[src/sv/assert_macros.svh]
// Assertion macros for the wait queue RTL.
`ifndef ASSERT_MACROS_SVH
`define ASSERT_MACROS_SVH
`ifndef SYNTHESIS
`define SWQ_ASSERT(label, clk, rst_n, prop) \
  label: assert property (@(posedge clk) disable iff (!rst_n) prop) \
    else $error("swq assertion failed");
`define SWQ_ASSERT_NEXT(label, clk, rst_n, ante, cons) \
  label: assert property (@(posedge clk) disable iff (!rst_n) (ante) |=> (cons)) \
    else $error("swq assertion failed");
`else
`define SWQ_ASSERT(label, clk, rst_n, prop)
`define SWQ_ASSERT_NEXT(label, clk, rst_n, ante, cons)
`endif
`endif

[src/sv/swq_pkg.sv]
`default_nettype none
package swq_pkg;

  localparam int CMD_W    = 3;
  localparam int ID_W     = 4;
  localparam int TIME_W   = 64;
  localparam int COUNT_W  = 5;
  localparam int STATUS_W = 2;

  localparam logic [CMD_W-1:0] CMD_SORTED_INSERT = 3'd0;
  localparam logic [CMD_W-1:0] CMD_TAIL_INSERT   = 3'd1;
  localparam logic [CMD_W-1:0] CMD_REMOVE        = 3'd2;
  localparam logic [CMD_W-1:0] CMD_WAKE_TIME     = 3'd3;
  localparam logic [CMD_W-1:0] CMD_WAKE_COUNT    = 3'd4;
  localparam logic [CMD_W-1:0] CMD_WAKE_ALL      = 3'd5;

  localparam logic [STATUS_W-1:0] STATUS_OK          = 2'd0;
  localparam logic [STATUS_W-1:0] STATUS_ALREADY_IN  = 2'd1;
  localparam logic [STATUS_W-1:0] STATUS_NOT_QUEUED  = 2'd2;

  typedef enum logic [3:0] {
    ST_IDLE,
    ST_DISP,
    ST_I_CHK,
    ST_FN_RD,
    ST_FN_WR,
    ST_FP_RD,
    ST_FP_WR,
    ST_SELF,
    ST_R_LINK,
    ST_W_CHK,
    ST_W_FIN,
    ST_RESP
  } state_t;

endpackage
`default_nettype wire

[src/sv/swq_ram.sv]
`default_nettype none
module swq_ram #(
  parameter int WIDTH = 8,
  parameter int DEPTH = 16
) (
  input  logic                     clk,
  input  logic                     we,
  input  logic [$clog2(DEPTH)-1:0] waddr,
  input  logic [WIDTH-1:0]         wdata,
  input  logic [$clog2(DEPTH)-1:0] raddr,
  output logic [WIDTH-1:0]         rdata
);

  logic [WIDTH-1:0] mem [DEPTH];

  always_ff @(posedge clk) begin
    if (we) begin
      mem[waddr] <= wdata;
    end
    rdata <= mem[raddr];
  end

endmodule
`default_nettype wire

[src/sv/sorted_wakeup_wait_queue_unit.sv]
// Sorted wakeup wait queue. Entries are kept in a doubly linked list held in a
// link memory, with wakeup times in a second memory; both have registered
// reads. One request is handled at a time. A sorted insert walks from the
// head past each queued entry whose time is not later than its own; the
// walk reads one entry of both memories per cycle. A tail insert or a remove
// is done by read-modify-write passes on the neighbor links. A wake request
// pops head entries, one head entry read per cycle while the output is not
// stalled. No clearing pass is needed after reset.
`default_nettype none
`include "assert_macros.svh"
module sorted_wakeup_wait_queue_unit #(
  parameter int ENTRIES = 16
) (
  input  logic                          clk,
  input  logic                          rst_n,
  input  logic                          in_valid,
  output logic                          in_ready,
  input  logic [swq_pkg::CMD_W-1:0]     in_cmd,
  input  logic [swq_pkg::ID_W-1:0]      in_entry_id,
  input  logic [swq_pkg::TIME_W-1:0]    in_time_value,
  input  logic [swq_pkg::COUNT_W-1:0]   in_wake_count,
  output logic                          out_valid,
  input  logic                          out_ready,
  output logic [swq_pkg::ID_W-1:0]      out_woken_id,
  output logic                          out_woken_valid,
  output logic [swq_pkg::STATUS_W-1:0]  out_status,
  output logic                          out_last
);
  import swq_pkg::*;

  localparam int IW = $clog2(ENTRIES);
  localparam int LD = 2 * IW;

  state_t state_r, state_nxt;

  logic [CMD_W-1:0]    cmd_r;
  logic [ID_W-1:0]     id_r;
  logic [TIME_W-1:0]   tv_r;
  logic [COUNT_W-1:0]  lim_r;

  logic [IW-1:0]       head_r, head_nxt;
  logic [IW-1:0]       tail_r, tail_nxt;
  logic                empty_r, empty_nxt;
  logic [ENTRIES-1:0]  queued_r, queued_nxt;

  logic [IW-1:0]       cur_r, cur_nxt;
  logic [COUNT_W-1:0]  cnt_r, cnt_nxt;
  logic                pend_v_r, pend_v_nxt;
  logic [IW-1:0]       pend_r, pend_nxt;

  logic                fn_en_r, fn_en_nxt;
  logic [IW-1:0]       fn_addr_r, fn_addr_nxt;
  logic [IW-1:0]       fn_val_r, fn_val_nxt;
  logic                fp_en_r, fp_en_nxt;
  logic [IW-1:0]       fp_addr_r, fp_addr_nxt;
  logic [IW-1:0]       fp_val_r, fp_val_nxt;
  logic                self_en_r, self_en_nxt;
  logic [IW-1:0]       self_next_r, self_next_nxt;
  logic [IW-1:0]       self_prev_r, self_prev_nxt;
  logic [STATUS_W-1:0] status_r, status_nxt;

  logic                out_valid_r;
  logic [ID_W-1:0]     out_id_r;
  logic                out_wv_r;
  logic [STATUS_W-1:0] out_status_r;
  logic                out_last_r;

  logic                t_we;
  logic [TIME_W-1:0]   t_rdata;
  logic                l_we;
  logic [IW-1:0]       l_waddr;
  logic [LD-1:0]       l_wdata;
  logic [LD-1:0]       l_rdata;
  logic [IW-1:0]       raddr;
  logic [IW-1:0]       l_next, l_prev;

  logic                emit;
  logic [ID_W-1:0]     e_id;
  logic                e_wv;
  logic [STATUS_W-1:0] e_status;
  logic                e_last;

  logic [IW-1:0]       id_idx;
  logic                id_ok, id_q, is_insert, is_wake;
  logic                le, cur_tail, pops, ofree, adv;
  logic                pred_nil, p_nil, n_nil;

  swq_ram #(.WIDTH(TIME_W), .DEPTH(ENTRIES)) u_time_ram (
    .clk   (clk),
    .we    (t_we),
    .waddr (id_idx),
    .wdata (tv_r),
    .raddr (raddr),
    .rdata (t_rdata)
  );

  swq_ram #(.WIDTH(LD), .DEPTH(ENTRIES)) u_link_ram (
    .clk   (clk),
    .we    (l_we),
    .waddr (l_waddr),
    .wdata (l_wdata),
    .raddr (raddr),
    .rdata (l_rdata)
  );

  assign l_next    = l_rdata[LD-1:IW];
  assign l_prev    = l_rdata[IW-1:0];
  assign id_idx    = IW'(id_r);
  assign id_ok     = 32'(id_r) < 32'(ENTRIES);
  assign id_q      = id_ok && queued_r[id_idx];
  assign is_insert = (cmd_r == CMD_SORTED_INSERT) || (cmd_r == CMD_TAIL_INSERT);
  assign is_wake   = (cmd_r == CMD_WAKE_TIME) || (cmd_r == CMD_WAKE_COUNT) ||
                     (cmd_r == CMD_WAKE_ALL);
  assign le        = t_rdata <= tv_r;
  assign cur_tail  = cur_r == tail_r;
  assign ofree     = !out_valid_r || out_ready;
  assign adv       = pops && (!pend_v_r || ofree);
  assign pred_nil  = cur_r == head_r;
  assign p_nil     = id_idx == head_r;
  assign n_nil     = id_idx == tail_r;

  always_comb begin
    case (cmd_r)
      CMD_WAKE_TIME:  pops = le;
      CMD_WAKE_COUNT: pops = cnt_r < lim_r;
      default:        pops = 1'b1;
    endcase
  end

  assign in_ready        = state_r == ST_IDLE;
  assign out_valid       = out_valid_r;
  assign out_woken_id    = out_id_r;
  assign out_woken_valid = out_wv_r;
  assign out_status      = out_status_r;
  assign out_last        = out_last_r;

  always_comb begin
    state_nxt = state_r;
    case (state_r)
      ST_IDLE: begin
        if (in_valid) state_nxt = ST_DISP;
      end
      ST_DISP: begin
        if (is_insert) begin
          if (id_q || !id_ok) state_nxt = ST_RESP;
          else if (cmd_r == CMD_SORTED_INSERT && !empty_r) state_nxt = ST_I_CHK;
          else state_nxt = ST_FN_RD;
        end else if (cmd_r == CMD_REMOVE) begin
          state_nxt = id_q ? ST_R_LINK : ST_RESP;
        end else if (is_wake) begin
          state_nxt = empty_r ? ST_W_FIN : ST_W_CHK;
        end else begin
          state_nxt = ST_RESP;
        end
      end
      ST_I_CHK: begin
        if (!le || cur_tail) state_nxt = ST_FN_RD;
      end
      ST_R_LINK: state_nxt = ST_FN_RD;
      ST_FN_RD:  state_nxt = ST_FN_WR;
      ST_FN_WR:  state_nxt = ST_FP_RD;
      ST_FP_RD:  state_nxt = ST_FP_WR;
      ST_FP_WR:  state_nxt = ST_SELF;
      ST_SELF:   state_nxt = ST_RESP;
      ST_W_CHK: begin
        if (!pops || (adv && cur_tail)) state_nxt = ST_W_FIN;
      end
      ST_W_FIN: begin
        if (ofree) state_nxt = ST_IDLE;
      end
      ST_RESP: begin
        if (ofree) state_nxt = ST_IDLE;
      end
      default: state_nxt = ST_IDLE;
    endcase
  end

  always_comb begin
    head_nxt      = head_r;
    tail_nxt      = tail_r;
    empty_nxt     = empty_r;
    queued_nxt    = queued_r;
    cur_nxt       = cur_r;
    cnt_nxt       = cnt_r;
    pend_v_nxt    = pend_v_r;
    pend_nxt      = pend_r;
    fn_en_nxt     = fn_en_r;
    fn_addr_nxt   = fn_addr_r;
    fn_val_nxt    = fn_val_r;
    fp_en_nxt     = fp_en_r;
    fp_addr_nxt   = fp_addr_r;
    fp_val_nxt    = fp_val_r;
    self_en_nxt   = self_en_r;
    self_next_nxt = self_next_r;
    self_prev_nxt = self_prev_r;
    status_nxt    = status_r;
    t_we          = 1'b0;
    l_we          = 1'b0;
    l_waddr       = fn_addr_r;
    l_wdata       = {fn_val_r, l_prev};
    raddr         = cur_r;
    emit          = 1'b0;
    e_id          = '0;
    e_wv          = 1'b0;
    e_status      = STATUS_OK;
    e_last        = 1'b1;
    case (state_r)
      ST_DISP: begin
        status_nxt = STATUS_OK;
        fn_en_nxt  = 1'b0;
        fp_en_nxt  = 1'b0;
        self_en_nxt = 1'b0;
        if (is_insert) begin
          if (id_q || !id_ok) begin
            status_nxt = STATUS_ALREADY_IN;
          end else begin
            t_we = 1'b1;
            queued_nxt[id_idx] = 1'b1;
            if (cmd_r == CMD_SORTED_INSERT && !empty_r) begin
              raddr   = head_r;
              cur_nxt = head_r;
            end else begin
              self_en_nxt   = 1'b1;
              self_next_nxt = tail_r;
              self_prev_nxt = tail_r;
              tail_nxt      = id_idx;
              empty_nxt     = 1'b0;
              if (empty_r) begin
                head_nxt = id_idx;
              end else begin
                fn_en_nxt   = 1'b1;
                fn_addr_nxt = tail_r;
                fn_val_nxt  = id_idx;
              end
            end
          end
        end else if (cmd_r == CMD_REMOVE) begin
          if (!id_q) status_nxt = STATUS_NOT_QUEUED;
          raddr = id_idx;
        end else if (is_wake) begin
          cnt_nxt    = '0;
          pend_v_nxt = 1'b0;
          raddr      = head_r;
          cur_nxt    = head_r;
        end
      end
      ST_I_CHK: begin
        if (le) begin
          if (cur_tail) begin
            tail_nxt      = id_idx;
            fn_en_nxt     = 1'b1;
            fn_addr_nxt   = cur_r;
            fn_val_nxt    = id_idx;
            self_en_nxt   = 1'b1;
            self_next_nxt = cur_r;
            self_prev_nxt = cur_r;
          end else begin
            cur_nxt = l_next;
            raddr   = l_next;
          end
        end else begin
          if (pred_nil) head_nxt = id_idx;
          fn_en_nxt     = !pred_nil;
          fn_addr_nxt   = l_prev;
          fn_val_nxt    = id_idx;
          fp_en_nxt     = 1'b1;
          fp_addr_nxt   = cur_r;
          fp_val_nxt    = id_idx;
          self_en_nxt   = 1'b1;
          self_next_nxt = cur_r;
          self_prev_nxt = l_prev;
        end
      end
      ST_R_LINK: begin
        queued_nxt[id_idx] = 1'b0;
        if (p_nil && n_nil) begin
          empty_nxt = 1'b1;
        end else begin
          if (p_nil) head_nxt = l_next;
          if (n_nil) tail_nxt = l_prev;
        end
        fn_en_nxt   = !p_nil;
        fn_addr_nxt = l_prev;
        fn_val_nxt  = l_next;
        fp_en_nxt   = !n_nil;
        fp_addr_nxt = l_next;
        fp_val_nxt  = l_prev;
      end
      ST_FN_RD: begin
        raddr = fn_addr_r;
      end
      ST_FN_WR: begin
        l_we    = fn_en_r;
        l_waddr = fn_addr_r;
        l_wdata = {fn_val_r, l_prev};
      end
      ST_FP_RD: begin
        raddr = fp_addr_r;
      end
      ST_FP_WR: begin
        l_we    = fp_en_r;
        l_waddr = fp_addr_r;
        l_wdata = {l_next, fp_val_r};
      end
      ST_SELF: begin
        l_we    = self_en_r;
        l_waddr = id_idx;
        l_wdata = {self_next_r, self_prev_r};
      end
      ST_W_CHK: begin
        if (adv) begin
          emit   = pend_v_r;
          e_id   = ID_W'(pend_r);
          e_wv   = 1'b1;
          e_last = 1'b0;
          queued_nxt[cur_r] = 1'b0;
          pend_nxt   = cur_r;
          pend_v_nxt = 1'b1;
          cnt_nxt    = cnt_r + COUNT_W'(1);
          if (cur_tail) begin
            empty_nxt = 1'b1;
          end else begin
            head_nxt = l_next;
            cur_nxt  = l_next;
            raddr    = l_next;
          end
        end
      end
      ST_W_FIN: begin
        emit = ofree;
        e_id = pend_v_r ? ID_W'(pend_r) : '0;
        e_wv = pend_v_r;
      end
      ST_RESP: begin
        emit     = ofree;
        e_status = status_r;
      end
      default: begin
      end
    endcase
  end

  always_ff @(posedge clk) begin
    if (!rst_n) begin
      state_r     <= ST_IDLE;
      empty_r     <= 1'b1;
      queued_r    <= '0;
      out_valid_r <= 1'b0;
      pend_v_r    <= 1'b0;
    end else begin
      state_r  <= state_nxt;
      empty_r  <= empty_nxt;
      queued_r <= queued_nxt;
      pend_v_r <= pend_v_nxt;
      if (emit) begin
        out_valid_r <= 1'b1;
      end else if (out_ready) begin
        out_valid_r <= 1'b0;
      end
    end
  end

  always_ff @(posedge clk) begin
    if (in_valid && in_ready) begin
      cmd_r <= in_cmd;
      id_r  <= in_entry_id;
      tv_r  <= in_time_value;
      lim_r <= in_wake_count;
    end
    if (emit) begin
      out_id_r     <= e_id;
      out_wv_r     <= e_wv;
      out_status_r <= e_status;
      out_last_r   <= e_last;
    end
    head_r      <= head_nxt;
    tail_r      <= tail_nxt;
    cur_r       <= cur_nxt;
    cnt_r       <= cnt_nxt;
    pend_r      <= pend_nxt;
    fn_en_r     <= fn_en_nxt;
    fn_addr_r   <= fn_addr_nxt;
    fn_val_r    <= fn_val_nxt;
    fp_en_r     <= fp_en_nxt;
    fp_addr_r   <= fp_addr_nxt;
    fp_val_r    <= fp_val_nxt;
    self_en_r   <= self_en_nxt;
    self_next_r <= self_next_nxt;
    self_prev_r <= self_prev_nxt;
    status_r    <= status_nxt;
  end

  `SWQ_ASSERT(a_emit_free, clk, rst_n, emit |-> ofree)
  `SWQ_ASSERT(a_empty_none, clk, rst_n, empty_r |-> (queued_r == '0))
  `SWQ_ASSERT(a_head_queued, clk, rst_n, !empty_r |-> queued_r[head_r])
  `SWQ_ASSERT(a_walk_nonempty, clk, rst_n, (state_r == ST_W_CHK) |-> !empty_r)
  `SWQ_ASSERT_NEXT(a_last_idle, clk, rst_n, emit && e_last, state_r == ST_IDLE)

endmodule
`default_nettype wire

[config.mk]
export PLATFORM = sky130hd
export DESIGN_NAME = sorted_wakeup_wait_queue_unit
export DESIGN_NICKNAME = d
export VERILOG_FILES = /design/src/sv/swq_pkg.sv /design/src/sv/swq_ram.sv /design/src/sv/sorted_wakeup_wait_queue_unit.sv
export VERILOG_INCLUDE_DIRS = /design/src /design/src/sv
export SDC_FILE = /design/constraint.sdc
export NUM_CORES = 2
export LEC_CHECK = 0
export BUFFER_PORTS_ARGS = -buffer_cell sky130_fd_sc_hd__buf_2
export CORE_UTILIZATION = 63
export DETAILED_ROUTE_END_ITERATION = 16
export PLACE_DENSITY = 0.86
export SLEW_MARGIN = 20
export SYNTH_ARGS = -nofsm -noshare
export SYNTH_HDL_FRONTEND = slang
export SYNTH_SLANG_ARGS = --single-unit
[constraint.sdc]
create_clock -name clk -period 6.2 [get_ports clk]
set_clock_uncertainty 0.2 [all_clocks]
set_input_delay 0.62 -clock clk [delete_from_list [all_inputs] [get_ports clk]]
set_output_delay 0.62 -clock clk [all_outputs]
set_load 0.005 [all_outputs]
Word level (Yosys, flattened, before mapping)
Memory sizes are Yosys's and may differ from the RTL's. A register that Yosys moved wholly into a read port is not among the register bits.
Index checks and enable logic that the tools add are counted.
- bits in registers: 157
- bits in writable memories: 1152
- input bits: 80
- output and inout port bits: 10
- word-level logic and storage cells: 265
- memories: 2
- $add $sub $neg: 1
- $lt $le $gt $ge: 6
- equality and inequality tests: 45
- multiplexer cells: 131
- bitwise operators: 5
- reduce and logical (&&, ||, !) cells: 47
- memory list (memory ; words ; bits a word ; read ports ; clocked after Yosys merged registers in ; write ports ; RTL line ; RTL):
    u_time_ram.mem ; 16 ; 64 ; 1 ; 1 ; 1 ; swq_ram.sv:14 ; logic [WIDTH-1:0] mem [DEPTH];
    u_link_ram.mem ; 16 ; 8 ; 1 ; 1 ; 1 ; swq_ram.sv:14 ;
- operators by type and width (operator ; count):
    two-way mux 4 bit ; 52
    <= comparator 64 bit ; 1
    two-way mux 16 bit ; 3
    one-hot mux 16 bit (3 select lines) ; 1
    one-hot mux 4 bit (2 select lines) ; 6
    one-hot mux 4 bit (3 select lines) ; 4
    != test 2 bit (second input constant) ; 22
    one-hot mux 4 bit (11 select lines) ; 1
    two-way mux 1 bit ; 37
    AND 16 bit ; 2
    NOT 16 bit ; 2
    two-way mux 5 bit ; 4
    one-hot mux 4 bit (5 select lines) ; 1
    equality test 4 x 3 -> 1 bit (second input constant) ; 4
    equality test 4 bit ; 4
    equality test 4 bit (second input constant) ; 4
    bitwise OR 16 bit ; 1
    one-hot mux 4 bit (4 select lines) ; 1
    one-hot mux 8 bit (2 select lines) ; 1
    two-way mux 2 bit ; 7
    one-hot mux 1 bit (3 select lines) ; 4
    AND reduction 2 bit ; 6
    AND reduction 11 bit ; 1
    < comparator 4 x 5 -> 1 bit (second input constant) ; 2
    28 further kinds ; 64

Depth between registers and ports, before layout
- depth in word-level cells: 8
- depth in mapped cells: 18
- gate-level depth less buffers: 15

Cells and area by module
Synthesis repeated with hierarchy kept, for this count alone.
- cells, all modules: 2779
- area, all modules: 53830.4 um2
- modules (own cells, without submodules) (module ; instances ; cells each ; area an instance (um2) ; seq. area each (um2)):
    swq_ram at u_time_ram ; 1 ; 1647 ; 39581.7 ; 32030.7
    sorted_wakeup_wait_queue_unit ; 1 ; 903 ; 9101.2 ; 4484.3
    swq_ram at u_link_ram ; 1 ; 229 ; 5147.4 ; 4003.8

Worst setup path before layout
OpenSTA, ideal clock, no wires.
- kind: flip-flop to flip-flop
- from: reg id_r[0] (netlist: id_idx[0])
- to: mem u_time_ram.mem[15][0] (netlist bit) (enable)
- library setup time: 0.487 ns
- arrival: 4.938 ns
- data required time: 5.513 ns
- slack: 0.576 ns
- cell stages (with the launch flop): 8
- path buffers: 2
- clock period less this slack: 5.624 ns
- path through: edfxtp_1 > buf_6 > mux4_1 > mux4_2 > nor3_1 > nand2_1 > clkbuf_1 > nor2_1
- cells in the longest elaborated chain, start to end: 7
- ends and longest elaborated chain (item ; RTL line ; RTL):
    start, declared ; sorted_wakeup_wait_queue_unit.sv:37 ; logic [ID_W-1:0] id_r;
    start signal, assigned ; sorted_wakeup_wait_queue_unit.sv:366 ; id_r <= in_entry_id;
    binary-select mux 1 bit (select 4 bit) ; sorted_wakeup_wait_queue_unit.sv:110 ; assign id_q = id_ok && queued_r[id_idx];
    two-way mux 1 bit (implied by the code) ; sorted_wakeup_wait_queue_unit.sv:110 ;
    two-way mux 1 bit ; sorted_wakeup_wait_queue_unit.sv:214 ; if (id_q || !id_ok) begin
    two-way mux 1 bit ; sorted_wakeup_wait_queue_unit.sv:213 ; if (is_insert) begin
    two-way mux 1 bit ; sorted_wakeup_wait_queue_unit.sv:207 ; case (state_r)
    two-way mux 1 bit ; swq_ram.sv:17 ; if (we) begin
    two-way mux 1 bit (implied by the code) ; swq_ram.sv:18 ; mem[waddr] <= wdata;
    end, declared ; swq_ram.sv:14 ;
Several ways; a longest one is shown, not always the timed one. The select of a mux whose other input is x is not followed.

Worst setup path in the final report
- from: reg tv_r[63]
- to: reg u_time_ram.rdata[51], read port of u_time_ram.mem
- cells in the longest elaborated chain, start to end: 5
- elaborated cells on any way between the ends: 6
- those cells by class: order compare (1); mux (4); reduce/logical (1)
- ends and longest elaborated chain (item ; RTL line ; RTL):
    start, declared ; sorted_wakeup_wait_queue_unit.sv:38 ; logic [TIME_W-1:0] tv_r;
    start signal, assigned ; sorted_wakeup_wait_queue_unit.sv:367 ; tv_r <= in_time_value;
    <= comparator 64 bit * ; sorted_wakeup_wait_queue_unit.sv:114 ; assign le = t_rdata <= tv_r;
    one-hot mux 1 bit (2 select lines) ; sorted_wakeup_wait_queue_unit.sv:123 ; case (cmd_r)
    logical AND 1 bit ; sorted_wakeup_wait_queue_unit.sv:117 ; assign adv = pops && (!pend_v_r || ofree);
    two-way mux 4 bit ; -- ;
    one-hot mux 4 bit (5 select lines) * ; sorted_wakeup_wait_queue_unit.sv:207 ;
    end, declared ; swq_ram.sv:11 ; output logic [WIDTH-1:0] rdata
Mark *: on every way between the ends. The rest lies on a longest branch, timed or not.
A chain may end at the register's enable or synchronous reset.

==> impl_metrics.py <==
metrics = {
    "status": {
        "status": "finished, final reports clean",
    },
    "worst_setup_path": {
        "critPathLaunchType": "flip-flop",
        "worstSetupPathType": "reg -> reg",
        "critPathArrivalTime_ns": 6.49,
        "critPathTopFamily": "simple AND/OR/NAND/NOR gates",
        "path_common_cell": "buf_12",
        "worstPathCellList": "inv_1 > ha_1 > nand4_1 > nor4_4 > nand2_1 > nor3_1 > a21oi_1 > a21oi_2 > buf_12 > nand2b_1 > a21oi_4 > a211oi_4 > buf_12 > buf_12 > buf_4 > mux4_1 > nand3_1 > nand4_1",
        "r2r_start": "tv_r[63]",
        "worstPathMaxFanout": 21,
        "worst_setup_path_end_kind": "flip-flop",
        "r2r_cells": 18,
        "critPathBufInv": 5,
        "crit_cells": 18,
        "cp_data_required_time_ns": 6.59,
        "slowest_delay_ns": 0.67,
        "slowest_stage": "nor3_1",
        "critPathLaunch": "tv_r[63]",
    },
    "routing": {
        "num_vias": 32742,
        "wl_per_cell_um": 33.40,
        "postRouteAntennaNets": 0,
        "drt_iter0_markers": 5069,
        "vias_per_cell": 7.268,
        "detail_route.wirelength_mm": 150.4,
        "drt_pre_antenna_iters": 7,
        "drc_errors": 0,
    },
    "global_routing": {
        "grt_use_total": 0.3396,
        "grt_start_max_net_pins": 65,
        "grt_pass1_vias": 32959,
        "overflow": 0,
        "antenna_found_initial": 1,
        "grt_pass1_wl_mm": 218.1,
    },
    "sta": {
        "setup_slack_ns": 0.1007,
        "tightest_slew_ns": 1.179,
        "setup_viol": 0,
        "fin_setup_tns_ns": 0,
        "period_needed_ns": 6.099,
        "rsz0062_at_grt": "no",
        "drv_slew": 0,
        "slew_headroom": 0.2108,
        "fmax_mhz": 164.0,
        "fin_hold_ws_ns": 0.05438,
        "min_period_over_period": 0.9838,
        "hold_viol": 0,
    },
    "placement": {
        "pre_cts_slack_ns": 0.1942,
        "dpl_cell_area_sq_um": 57880,
        "dp.cells": 4168,
        "dpl.hpwl_mm": 75.77,
        "gp_congestion": 0.8947,
        "port_buffers": 89,
    },
    "logic_synthesis": {
        "yosysWarnings": 0,
        "syn_area_per_cell_sq_um": 18.83,
        "async_reset_ff_frac": 0,
        "synth_most_common_cell": "edfxtp_1",
        "synth_seq_area_share": 0.7312,
        "synth_top_area_frac": 0.6969,
        "ys_top_cells_by_count": "edfxtp_1, nand3_1, mux4_2",
        "yosys.area.top_type": "edfxtp_1",
        "netlist_instances": 2942,
        "yosys_register_bits": 1381,
        "synth_area_leaders": "edfxtp_1, mux4_2, mux4_1",
        "synth.distinct_cells": 68,
        "synth_fp_nets": 3091,
        "syn-cell-area_sq_um": 55410,
        "synth_edf_count": 1286,
        "ys.flop_type": "edfxtp_1",
    },
    "job": {
        "maxCapViolations": 0,
    },
    "finish": {
        "final_area_sq_um": 63110,
        "fin_util": 0.7263,
        "final_nets": 3389,
        "instances_no_fill": 4505,
        "area_growth_pct": 13.90,
        "layout-drive-gt1-share": 0.2048,
        "diodes": 0,
    },
    "pwr": {
        "powerDensity_nw_per_um2": 558.7,
        "peakVddDrop_mv": 0.4109,
        "power.total_mw": 35.26,
        "leakagePower_nw": 21.40,
    },
    "clock_network": {
        "cts.sinks": 1381,
        "cts-root-buf": "clkbuf_16",
        "cts_tree": "built",
        "path_clk_slew_ns": 0.06,
        "clk_path_buf_depth": 3,
        "h-tree-depth": 4,
        "clkLatencyLatePin_ns": 0.76,
        "cts_buffers": 134,
    },
    "worst_hold_path": {
        "hold_path.class": "in -> reg",
        "hold_depth": 2,
        "hp-start": "rst_n",
    },
    "floorplanning": {
        "io_pins": 90,
        "initial_core_util": 0.6377,
        "die_h_um": 298.6,
        "coreArea_sq_um": 86890,
        "fp.dieW_um": 298.6,
        "die-area_sq_um": 89140,
        "num_rows": 108,
    },
}
flip-flops by register name, summed over array words and instances, names as in the netlist, 5 cells and up:
register and cells:
lim_r 5, u_link_ram.rdata 8, queued_r 16, u_time_ram.mem 1024
tv_r 64, u_link_ram.mem 128, cnt_r 5, u_time_ram.rdata 64
cells in the final DEF, fill, tap and decap left out, types with 83 or more instances in the layout:
cell	synthesis	layout
clkbuf_16	0	136
nor2_1	100	83
nand4_1	86	86
edfxtp_1	1286	1286
nand3_1	305	305
buf_2	24	89
mux4_2	183	183
nand2_1	102	102
mux4_1	110	110
buf_4	22	112
dfxtp_1	95	95
logic make-up after synthesis:
| kind of cell | synth area share |
|---|---|
| flip-flops | 0.7312 |
| buffers and inverters | 0.03313 |
| AND/OR/NAND/NOR | 0.06049 |
| adder cells (fa/ha/maj) | 0.01558 |
| multiplexers | 0.1292 |
| AO/OA/AOI/OAI | 0.02723 |
| XOR/XNOR | 0.003161 |
timing repair:
| item | CTS | global route |
|---|---|---|
| hold buffers | 76 | 0 |
| hold endpoints to repair | 76 | 0 |
| setup buffers | 0 | 15 |
| pin swaps | 0 | 1 |
| resized for setup | 1 | 0 |
| endpoints found under the setup margin | 21 | 55 |
final timing paths:
check | endpoint | slack [ns]
max | u_time_ram.rdata[51] | 0.10
min | empty_r | 0.05
max reg2reg | u_time_ram.rdata[51] | 0.10
min reg2reg | queued_r[7] | 0.30
area by class of cell:
cell class	count	area (sq um)
sequential	1381	40520
inverter	83	311.5
clock inverter	51	544.3
timing repair buffer	336	3228
clock buffer	195	3805
fill	4560	23780
multi-input combinational	1304	13260
tap	1155	1445
routing by layer:
layer,vias up,track usage,part of all wire
met4,0,0.1926,0.061
met2,3159,0.5494,0.49
met1,16308,0.4331,0.33
met3,672,0.07088,0.12
li1,12603,-,-
met5,-,0,0
report_power, final:
| part | switching, mW | internal (mW) |
|---|---|---|
| sequential | 0.826 | 11.7 |
| combinational | 8.19 | 6.37 |
| clock | 3.64 | 4.58 |
(Power assumes the default switching activity.)
